--- config.mk ---
export PLATFORM = sky130hd
export DESIGN_NAME = dual_ratio_test_ranging
export DESIGN_NICKNAME = d
export VERILOG_FILES = /design/src/hw/rtl/drtr_pkg.sv /design/src/hw/rtl/drtr_mul.sv /design/src/hw/rtl/drtr_div.sv /design/src/hw/rtl/dual_ratio_test_ranging.sv
export SDC_FILE = /design/constraint.sdc
export NUM_CORES = 2
export LEC_CHECK = 0
export ABC_AREA = 0
export BUFFER_PORTS_ARGS = -buffer_cell sky130_fd_sc_hd__buf_2
export CORE_ASPECT_RATIO = 1.75
export CORE_MARGIN = 8
export CORE_UTILIZATION = 55
export DETAILED_ROUTE_END_ITERATION = 12
export PLACE_DENSITY = 0.79
export SETUP_SLACK_MARGIN = 0.2
export SYNTH_ARGS = -nofsm -noshare
export SYNTH_HDL_FRONTEND = slang
export SYNTH_SLANG_ARGS = --single-unit
--- constraint.sdc ---
create_clock -name clk -period 24.2 [get_ports clk]
set_input_delay 4.84 -clock clk [delete_from_list [all_inputs] [get_ports clk]]
set_output_delay 4.84 -clock clk [all_outputs]
set_load 0.01 [all_outputs]
--- src/hw/rtl/drtr_pkg.sv ---
// Shared types and constants for the dual ratio test ranging block.
// No dependencies.
`timescale 1ns / 1ps

package drtr_pkg;

    localparam int WORD_W = 64;
    localparam int TOL_W  = 41;
    localparam int IDX_W  = 16;
    localparam int NUM_W  = 66;

    localparam logic [WORD_W-1:0] FIX_MAX = 64'h7FFF_FFFF_FFFF_FFFF;
    localparam logic [WORD_W-1:0] FIX_MIN = 64'h8000_0000_0000_0000;

    localparam logic [TOL_W-1:0] DUAL_TOL_RST  = 41'd109951163;
    localparam logic [TOL_W-1:0] PIVOT_TOL_RST = 41'd109951;

    localparam logic [7:0] REG_DUAL_TOL  = 8'd0;
    localparam logic [7:0] REG_PIVOT_TOL = 8'd1;

    typedef enum logic [2:0] {
        ST_BASIC      = 3'd0,
        ST_FIXED      = 3'd1,
        ST_FREE       = 3'd2,
        ST_SUPERBASIC = 3'd3,
        ST_AT_UPPER   = 3'd4,
        ST_AT_LOWER   = 3'd5
    } var_status_t;

endpackage

--- src/hw/rtl/drtr_mul.sv ---
// Bit-serial unsigned shift-add multiplier, one multiplier bit per cycle.
// Depends on drtr_pkg.
`timescale 1ns / 1ps

module drtr_mul
(
    input  logic                            clk,
    input  logic                            rst_n,
    input  logic                            start,
    input  logic [drtr_pkg::WORD_W-1:0]     a,
    input  logic [drtr_pkg::WORD_W-1:0]     b,
    output logic                            done,
    output logic [2*drtr_pkg::WORD_W-1:0]   prod
);

    localparam int W  = drtr_pkg::WORD_W;
    localparam int CW = $clog2(W);

    logic          busy_reg, busy_next;
    logic [CW-1:0] cnt_reg, cnt_next;
    logic [W-1:0]  a_reg, a_next;
    logic [W-1:0]  hi_reg, hi_next;
    logic [W-1:0]  lo_reg, lo_next;
    logic [W:0]    sum;

    assign done = busy_reg && (cnt_reg == CW'(W - 1));
    assign prod = {hi_reg, lo_reg};

    always_comb
    begin
        busy_next = busy_reg;
        cnt_next  = cnt_reg;
        a_next    = a_reg;
        hi_next   = hi_reg;
        lo_next   = lo_reg;
        sum       = {1'b0, hi_reg} + (lo_reg[0] ? {1'b0, a_reg} : '0);
        if (start)
        begin
            busy_next = 1'b1;
            cnt_next  = '0;
            a_next    = a;
            hi_next   = '0;
            lo_next   = b;
        end
        else if (busy_reg)
        begin
            hi_next  = sum[W:1];
            lo_next  = {sum[0], lo_reg[W-1:1]};
            cnt_next = cnt_reg + CW'(1);
            if (done)
            begin
                busy_next = 1'b0;
            end
        end
    end

    always_ff @(posedge clk or negedge rst_n)
    begin
        if (!rst_n)
        begin
            busy_reg <= 1'b0;
            cnt_reg  <= '0;
        end
        else
        begin
            busy_reg <= busy_next;
            cnt_reg  <= cnt_next;
        end
    end

    always_ff @(posedge clk)
    begin
        a_reg  <= a_next;
        hi_reg <= hi_next;
        lo_reg <= lo_next;
    end

endmodule

--- src/hw/rtl/drtr_div.sv ---
// Radix-2 restoring divider, one quotient bit per cycle.
// Depends on drtr_pkg.
`timescale 1ns / 1ps

module drtr_div
#(
    parameter int NW = 106
)
(
    input  logic                        clk,
    input  logic                        rst_n,
    input  logic                        start,
    input  logic [NW-1:0]               dividend,
    input  logic [drtr_pkg::WORD_W-1:0] divisor,
    output logic                        done,
    output logic [NW-1:0]               quot
);

    localparam int W  = drtr_pkg::WORD_W;
    localparam int CW = $clog2(NW);

    logic          busy_reg, busy_next;
    logic [CW-1:0] cnt_reg, cnt_next;
    logic [W-1:0]  d_reg, d_next;
    logic [W-1:0]  r_reg, r_next;
    logic [NW-1:0] dv_reg, dv_next;
    logic [NW-1:0] q_reg, q_next;
    logic [W:0]    rs;
    logic          ge;

    assign done = busy_reg && (cnt_reg == CW'(NW - 1));
    assign quot = q_reg;

    always_comb
    begin
        busy_next = busy_reg;
        cnt_next  = cnt_reg;
        d_next    = d_reg;
        r_next    = r_reg;
        dv_next   = dv_reg;
        q_next    = q_reg;
        rs        = {r_reg, dv_reg[NW-1]};
        ge        = rs >= {1'b0, d_reg};
        if (start)
        begin
            busy_next = 1'b1;
            cnt_next  = '0;
            d_next    = divisor;
            r_next    = '0;
            dv_next   = dividend;
            q_next    = '0;
        end
        else if (busy_reg)
        begin
            r_next   = ge ? W'(rs - {1'b0, d_reg}) : rs[W-1:0];
            q_next   = {q_reg[NW-2:0], ge};
            dv_next  = {dv_reg[NW-2:0], 1'b0};
            cnt_next = cnt_reg + CW'(1);
            if (done)
            begin
                busy_next = 1'b0;
            end
        end
    end

    always_ff @(posedge clk or negedge rst_n)
    begin
        if (!rst_n)
        begin
            busy_reg <= 1'b0;
            cnt_reg  <= '0;
        end
        else
        begin
            busy_reg <= busy_next;
            cnt_reg  <= cnt_next;
        end
    end

    always_ff @(posedge clk)
    begin
        d_reg  <= d_next;
        r_reg  <= r_next;
        dv_reg <= dv_next;
        q_reg  <= q_next;
    end

endmodule

--- src/hw/rtl/dual_ratio_test_ranging.sv ---
// Top level of the two-sided dual ratio test used for cost ranging.
// Depends on drtr_pkg, drtr_mul and drtr_div.
`timescale 1ns / 1ps

// One pivot-row element is taken per item and processed alone. s_tready
// stays low until that element is done. An element that is skipped,
// changes nothing by its status, or forces both steps to zero goes from
// S_PREP straight to S_FIN. An element at a bound runs the shift-add
// multiplier for the ratio check in S_MUL, then S_NEG and S_CHK. When it
// does not tighten a step it goes on to S_FIN. When it tightens one, the
// one-bit-per-cycle divider runs in S_DIV before S_FIX. A tightening with
// a zero numerator or zero alpha bypasses the divider and goes from S_CHK
// straight to S_FIX. The result of the last element sits in an output
// register, so the next row may start while it waits. A last element that
// finds that register still full holds until it drains.

module dual_ratio_test_ranging
#(
    parameter int INDEX_BITS = 16,
    parameter int FRAC_BITS  = 40
)
(
    input  logic         clk,
    input  logic         rst_n,
    input  logic         cfg_we,
    input  logic [7:0]   cfg_addr,
    input  logic [40:0]  cfg_data,
    input  logic         s_tvalid,
    output logic         s_tready,
    input  logic [143:0] s_tdata,   // alpha, reduced_cost, var_index
    input  logic [2:0]   s_tuser,   // var_status
    input  logic         s_tlast,
    output logic         m_tvalid,
    input  logic         m_tready,
    output logic [167:0] m_tdata    // step_up, up_index, up_found,
                                    // step_down, down_index, down_found, pad
);

    localparam int W   = drtr_pkg::WORD_W;
    localparam int PW  = 2 * W;
    localparam int NW  = drtr_pkg::NUM_W;
    localparam int DVW = NW + FRAC_BITS;
    localparam int IW  = (INDEX_BITS < drtr_pkg::IDX_W) ? INDEX_BITS : drtr_pkg::IDX_W;

    typedef enum logic [7:0] {
        S_IDLE = 8'b0000_0001,
        S_PREP = 8'b0000_0010,
        S_MUL  = 8'b0000_0100,
        S_NEG  = 8'b0000_1000,
        S_CHK  = 8'b0001_0000,
        S_DIV  = 8'b0010_0000,
        S_FIX  = 8'b0100_0000,
        S_FIN  = 8'b1000_0000
    } state_t;

    state_t state_reg, state_next;

    logic [drtr_pkg::TOL_W-1:0] dtol_reg, dtol_next;
    logic [drtr_pkg::TOL_W-1:0] ptol_reg, ptol_next;
    logic [W-1:0]  up_theta_reg, up_theta_next;
    logic [W-1:0]  dn_theta_reg, dn_theta_next;
    logic [IW-1:0] up_seq_reg, up_seq_next;
    logic [IW-1:0] dn_seq_reg, dn_seq_next;
    logic          up_ok_reg, up_ok_next;
    logic          dn_ok_reg, dn_ok_next;
    logic          m_valid_reg, m_valid_next;
    logic [167:0]  m_data_reg, m_data_next;

    logic [W-1:0]          alpha_reg;
    logic [W-1:0]          dj_reg;
    logic [2:0]            status_reg;
    logic [IW-1:0]         idx_reg;
    logic                  last_reg;
    logic [W-1:0]          amag_reg, amag_next;
    logic                  aneg_reg, aneg_next;
    logic                  sel_up_reg, sel_up_next;
    logic                  nltp_reg, nltp_next;
    logic signed [NW-1:0]  num_reg, num_next;
    logic signed [PW-1:0]  p_reg, p_next;
    logic signed [PW-1:0]  nsh_reg, nsh_next;
    logic [NW-1:0]         nmag_reg, nmag_next;

    logic                  accept;
    logic                  apos, elig;
    logic signed [NW-1:0]  tol_x, dj_x;
    logic [W-1:0]          theta_sel;
    logic [W-1:0]          tmag;
    logic                  mul_start, mul_done;
    logic [PW-1:0]         mul_prod;
    logic                  div_start, div_done;
    logic [DVW-1:0]        div_q;
    logic                  hit, nneg, qneg, ovf;
    logic [W-1:0]          lim, ql, res;

    assign s_tready = (state_reg == S_IDLE);
    assign accept   = s_tvalid && s_tready;
    assign m_tvalid = m_valid_reg;
    assign m_tdata  = m_data_reg;

    drtr_mul u_mul
    (
        .clk   (clk),
        .rst_n (rst_n),
        .start (mul_start),
        .a     (tmag),
        .b     (amag_next),
        .done  (mul_done),
        .prod  (mul_prod)
    );

    drtr_div #(.NW(DVW)) u_div
    (
        .clk      (clk),
        .rst_n    (rst_n),
        .start    (div_start),
        .dividend (DVW'(nmag_reg) << FRAC_BITS),
        .divisor  (amag_reg),
        .done     (div_done),
        .quot     (div_q)
    );

    always_comb
    begin
        state_next    = state_reg;
        dtol_next     = dtol_reg;
        ptol_next     = ptol_reg;
        up_theta_next = up_theta_reg;
        dn_theta_next = dn_theta_reg;
        up_seq_next   = up_seq_reg;
        dn_seq_next   = dn_seq_reg;
        up_ok_next    = up_ok_reg;
        dn_ok_next    = dn_ok_reg;
        m_valid_next  = m_valid_reg;
        m_data_next   = m_data_reg;
        aneg_next     = alpha_reg[W-1];
        amag_next     = aneg_next ? (W'(0) - alpha_reg) : alpha_reg;
        sel_up_next   = sel_up_reg;
        nltp_next     = nltp_reg;
        num_next      = num_reg;
        p_next        = p_reg;
        nsh_next      = nsh_reg;
        nmag_next     = nmag_reg;
        mul_start     = 1'b0;
        div_start     = 1'b0;

        apos  = !alpha_reg[W-1] && (alpha_reg != '0);
        elig  = amag_next >= W'(ptol_reg);
        tol_x = NW'($signed({1'b0, dtol_reg}));
        dj_x  = NW'($signed(dj_reg));
        theta_sel = sel_up_next ? up_theta_reg : dn_theta_reg;
        tmag  = theta_sel[W-1] ? (W'(0) - theta_sel) : theta_sel;

        hit  = nltp_reg ? (nsh_reg < p_reg) : (p_reg < nsh_reg);
        nneg = num_reg[NW-1];
        qneg = nneg != aneg_reg;
        lim  = qneg ? drtr_pkg::FIX_MIN : drtr_pkg::FIX_MAX;
        ovf  = (|div_q[DVW-1:W]) || (div_q[W-1:0] > lim);
        ql   = ovf ? lim : div_q[W-1:0];
        res  = qneg ? (W'(0) - ql) : ql;
        if (nmag_reg == '0)
        begin
            res = '0;
        end
        else if (amag_reg == '0)
        begin
            res = nneg ? drtr_pkg::FIX_MIN : drtr_pkg::FIX_MAX;
        end

        if (cfg_we)
        begin
            if (cfg_addr == drtr_pkg::REG_DUAL_TOL)
            begin
                dtol_next = cfg_data;
            end
            else if (cfg_addr == drtr_pkg::REG_PIVOT_TOL)
            begin
                ptol_next = cfg_data;
            end
        end

        if (m_valid_reg && m_tready)
        begin
            m_valid_next = 1'b0;
        end

        case (state_reg)
            S_IDLE:
            begin
                if (accept)
                begin
                    state_next = S_PREP;
                end
            end
            S_PREP:
            begin
                state_next = S_FIN;
                if (elig)
                begin
                    case (status_reg)
                        drtr_pkg::ST_FREE, drtr_pkg::ST_SUPERBASIC:
                        begin
                            up_theta_next = '0;
                            dn_theta_next = '0;
                            up_seq_next   = idx_reg;
                            dn_seq_next   = idx_reg;
                            up_ok_next    = 1'b1;
                            dn_ok_next    = 1'b1;
                        end
                        drtr_pkg::ST_AT_UPPER:
                        begin
                            sel_up_next = apos;
                            nltp_next   = apos;
                            num_next    = apos ? (tol_x - dj_x) : (dj_x - tol_x);
                            theta_sel   = apos ? up_theta_reg : dn_theta_reg;
                            tmag        = theta_sel[W-1] ? (W'(0) - theta_sel) : theta_sel;
                            mul_start   = 1'b1;
                            state_next  = S_MUL;
                        end
                        drtr_pkg::ST_AT_LOWER:
                        begin
                            sel_up_next = aneg_next;
                            nltp_next   = !aneg_next;
                            num_next    = aneg_next ? (-tol_x - dj_x) : (tol_x + dj_x);
                            theta_sel   = aneg_next ? up_theta_reg : dn_theta_reg;
                            tmag        = theta_sel[W-1] ? (W'(0) - theta_sel) : theta_sel;
                            mul_start   = 1'b1;
                            state_next  = S_MUL;
                        end
                        default:
                        begin
                            state_next = S_FIN;
                        end
                    endcase
                end
            end
            S_MUL:
            begin
                if (mul_done)
                begin
                    state_next = S_NEG;
                end
            end
            S_NEG:
            begin
                p_next    = (theta_sel[W-1] != aneg_reg) ? (PW'(0) - mul_prod) : mul_prod;
                nsh_next  = PW'(num_reg) <<< FRAC_BITS;
                nmag_next = num_reg[NW-1] ? (NW'(0) - num_reg) : num_reg;
                state_next = S_CHK;
            end
            S_CHK:
            begin
                if (!hit)
                begin
                    state_next = S_FIN;
                end
                else if (nmag_reg == '0 || amag_reg == '0)
                begin
                    state_next = S_FIX;
                end
                else
                begin
                    div_start  = 1'b1;
                    state_next = S_DIV;
                end
            end
            S_DIV:
            begin
                if (div_done)
                begin
                    state_next = S_FIX;
                end
            end
            S_FIX:
            begin
                if (sel_up_reg)
                begin
                    up_theta_next = res;
                    up_seq_next   = idx_reg;
                    up_ok_next    = 1'b1;
                end
                else
                begin
                    dn_theta_next = res;
                    dn_seq_next   = idx_reg;
                    dn_ok_next    = 1'b1;
                end
                state_next = S_FIN;
            end
            S_FIN:
            begin
                if (!last_reg)
                begin
                    state_next = S_IDLE;
                end
                else if (!m_valid_reg || m_tready)
                begin
                    m_valid_next  = 1'b1;
                    m_data_next   = {6'd0, dn_ok_reg, drtr_pkg::IDX_W'(dn_seq_reg),
                                     dn_theta_reg, up_ok_reg,
                                     drtr_pkg::IDX_W'(up_seq_reg), up_theta_reg};
                    up_theta_next = drtr_pkg::FIX_MAX;
                    dn_theta_next = drtr_pkg::FIX_MAX;
                    up_seq_next   = '0;
                    dn_seq_next   = '0;
                    up_ok_next    = 1'b0;
                    dn_ok_next    = 1'b0;
                    state_next    = S_IDLE;
                end
            end
            default:
            begin
                state_next = S_IDLE;
            end
        endcase
    end

    always_ff @(posedge clk or negedge rst_n)
    begin
        if (!rst_n)
        begin
            state_reg    <= S_IDLE;
            dtol_reg     <= drtr_pkg::DUAL_TOL_RST;
            ptol_reg     <= drtr_pkg::PIVOT_TOL_RST;
            up_theta_reg <= drtr_pkg::FIX_MAX;
            dn_theta_reg <= drtr_pkg::FIX_MAX;
            up_seq_reg   <= '0;
            dn_seq_reg   <= '0;
            up_ok_reg    <= 1'b0;
            dn_ok_reg    <= 1'b0;
            m_valid_reg  <= 1'b0;
        end
        else
        begin
            state_reg    <= state_next;
            dtol_reg     <= dtol_next;
            ptol_reg     <= ptol_next;
            up_theta_reg <= up_theta_next;
            dn_theta_reg <= dn_theta_next;
            up_seq_reg   <= up_seq_next;
            dn_seq_reg   <= dn_seq_next;
            up_ok_reg    <= up_ok_next;
            dn_ok_reg    <= dn_ok_next;
            m_valid_reg  <= m_valid_next;
        end
    end

    always_ff @(posedge clk)
    begin
        if (accept)
        begin
            alpha_reg  <= s_tdata[63:0];
            dj_reg     <= s_tdata[127:64];
            idx_reg    <= s_tdata[128 +: IW];
            status_reg <= s_tuser;
            last_reg   <= s_tlast;
        end
        m_data_reg <= m_data_next;
        amag_reg   <= amag_next;
        aneg_reg   <= aneg_next;
        sel_up_reg <= sel_up_next;
        nltp_reg   <= nltp_next;
        num_reg    <= num_next;
        p_reg      <= p_next;
        nsh_reg    <= nsh_next;
        nmag_reg   <= nmag_next;
    end

endmodule

==> run_results.csv <==
group,metric,value,unit
setup_path,startpoint_type,"flop",
global_route,grt_max_degree,171,
worst_hold_path,min_to,"u_div.d_reg[52]",
timing,worst_pin_slew,1.575,ns
power,peakVddDrop,0.07479,mV
setup_path,crit_arrival,9.36,ns
layout,final_cell_mix,"edfxtp_1, nor2_1, nand2_1, a21oi_1, o21ai_0",
timing,period_minus_slack,8.640,ns
layout,nNetsFinal,10570,
cts,cts_setup_buffers,0,
route,drtPass1Iterations,7,
global_route,grt_pass1_wl,501500,um
worst_hold_path,holdCritStartpoint,"amag_reg[52]",
worst_hold_path,min-delay-path-class,"flop to flop",
layout,final_common_cell,"edfxtp_1",
layout,utilization,60.32,%
place,place_inst,11850,
layout,multi_input_area,49260,um^2
layout,fin_cells,12120,
setup_path,crit_path_max_incr_delay,0.69,ns
floorplanning,rows,199,
setup_path,endpoint_kind,"flop",
floorplanning,die_h,558.7,um
global_route,grt_use_met3,6.851,%
yosys,synth.avg_cell_area,9.567,um^2
timing,setup_violations,0,
cts,clock_path_buffers,4,
cts,clk_latency,0.84,ns
timing,maxSlewViolCount,4,
floorplanning,io_pins,372,
global_route,grt_pass1_vias,78270,
cts,cts.sinks,1462,
yosys,synth_cell_types,99,
worst_hold_path,hold_path_depth,0,
yosys,synthFlopType,"edfxtp_1",
global_route,grt_use_met1,39.72,%
cts,cts_tree,"done",
place,dp_hpwl,258300,um
setup_path,cp_slowest_cell,"buf_4",
yosys,async_flop_share,18.33,%
yosys,netlist_instances,9674,
global_route,grt_util_all_layers,36.15,%
timing,relSlewSlack,-5.954,%
yosys,synth_edf_count,895,
route,via_per_inst,6.557,
route,drt-wirelength-per-cell,28.25,um
floorplanning,die_w,326.1,um
floorplanning,die_area,182200,um^2
timing,skew,0.05865,ns
cts,hold_buffers,0,
place,dp_slack,15.78,ns
global_route,grt_util_met2,60.66,%
global_route,antenna_found_initial,29,
outcome,failed_checks,"max-capacitance violations, max-slew violations",
floorplanning,coreArea,167600,um^2
route,drt-initial-drc-count,8094,
route,final_antenna_net_count,0,
cts,cts_made_buffers,148,
setup_path,required,24.92,ns
global_route,gr-max-usage-layer,"met2",
outcome,status,"finished, violations left",
timing,layout_setup_ws,15.56,ns
timing,setup_tns,0,ns
cts,htreeDepth,4,
cts,cts_root_buf,"clkbuf_16",
layout,area_growth,9.219,%
timing,finalCritPeriodShare,35.70,%
route,vias,79460,
setup_path,crit_top_cell,"buf_4",
floorplanning,start_util,55.23,%
timing,max_freq,0.1157,GHz
layout,fillCellCount,14060,
layout,largest_reg_flops,162,
run,max_cap_viol_count,1,
place,gp_congestion,1.034,
layout,drive_above_1_share,12.01,%
place,port_buffers,365,
yosys,ys_seq_area_share,42.96,%
setup_path,r2r_setup_slack,15.56,ns
yosys,netlist_area,92550,um^2
power,p_total,11.50,mW
setup_path,cp_max_fo,64,
yosys,ys_ff_latch,1462,
power,cellLeakagePower,40.27,nW
power,pwr_density_cell,113.7,nW/um^2
route,route.detailed.drc,0,
layout,area.sequential,39770,um^2
setup_path,worstRegToRegCells,28,
yosys,yosysWarningCount,0,
cts,cts_resized,0,
setup_path,path_class,"flop to flop",
global_route,grt_remaining_overflow,0,
setup_path,r2r-end,"dn_theta_reg[60]",
setup_path,r2r_start,"aneg_reg",
timing,rsz0062_at_grt,"no",
cts,clk_transition_reported_paths,0.07,ns
route,finalWirelength,342300,um
timing,hold_viol,0,
area by class of cell:
type | count | share of cell area [%]
clock inverters | 75 | 0.7873
well taps | 2211 | 2.737
repair buffers | 487 | 2.773
inverters | 428 | 1.594
diodes | 7 | 0.01733
clock buffers | 186 | 4.008
multi-input cells | 7263 | 48.74
flip-flops and latches | 1462 | 39.35
through the flow:
step | hold slack (ns) | area [um^2]
CTS | 0.4100 | 101000
floorplan | 0.3617 | 92570
global route | 0.4283 | 101100
detailed placement | 0.4072 | 96190
global placement | 0.3980 | 96190
finish | 0.4102 | 101100
kinds of logic after synthesis:
| logic type | share of synthesized area [%] |
|---|---|
| xor+xnor | 7.098 |
| buf+inv | 4.059 |
| fa+ha+maj | 7.887 |
| other cells | 0.004052 |
| simple gates | 14.84 |
| compound gates | 15.92 |
| flops | 42.96 |
| mux | 7.229 |
cell usage after synthesis, types with 85 or more instances:
cell type  instances  area share (%)
mux2i_1          413             4.5
xnor2_1          518             4.9
nand3_1          156            0.84
dfxtp_1          299             6.5
dfrtp_1          112             3.0
or3_1             99            0.67
nor2_1           863             3.5
nand2_1          802             3.3
a21oi_1          791             4.3
edfxtp_1         895              29
inv_1            413             1.7
mux2_2           190             2.3
o21ai_0          585             3.2
ha_1             573             7.7
a31oi_1           90            0.61
o21bai_1          85            0.69
clkbuf_1         403             1.6
o31ai_1          127             1.0
nor4_1           140            0.95
xor2_1           232             2.2
nand4_1          120            0.81
and2_1            98            0.66
a21o_1           162             1.3
dfstp_2          156             4.4
nor3_1           229             1.2
a211oi_1         157             1.3
worst max-delay path by stage:
stage	start	end	slack, ns	cells past startpoint
floorplan	state_reg[5]	state_reg[6]	2.65	5
global placement	aneg_reg	dn_theta_reg[60]	16.12	29
detailed placement	aneg_reg	dn_theta_reg[60]	15.78	28
CTS	aneg_reg	dn_theta_reg[60]	15.74	28
global route	aneg_reg	dn_theta_reg[60]	14.84	28
finish	aneg_reg	dn_theta_reg[60]	15.56	28
worst max-delay path: cells and delay by family (launching register included):
| kind | cells | cell delay (ns) |
|---|---|---|
| buffers and inverters | 5 | 2.16 |
| DFF | 1 | 0.51 |
| and+or+nand+nor | 14 | 3.95 |
| adders and majority gates | 2 | 0.59 |
| muxes | 1 | 0.27 |
| AOI/OAI and AO/OA | 5 | 0.89 |
| xor gates and xnor gates | 1 | 0.11 |
power by group:
part | total [mW] | switching, mW | internal [mW]
Combinational | 5.14 | 3.22 | 1.92
Clock | 2.36 | 1.03 | 1.33
Sequential | 3.99 | 0.642 | 3.35
metal layers:
layer	share of wire (%)	vias to the layer above
li1	-	35300
met3	8.3	1424
met5	0.011	-
met1	34	38410
met2	47	4312
met4	10	8
Note: power is estimated with default switching activity, not from simulation.
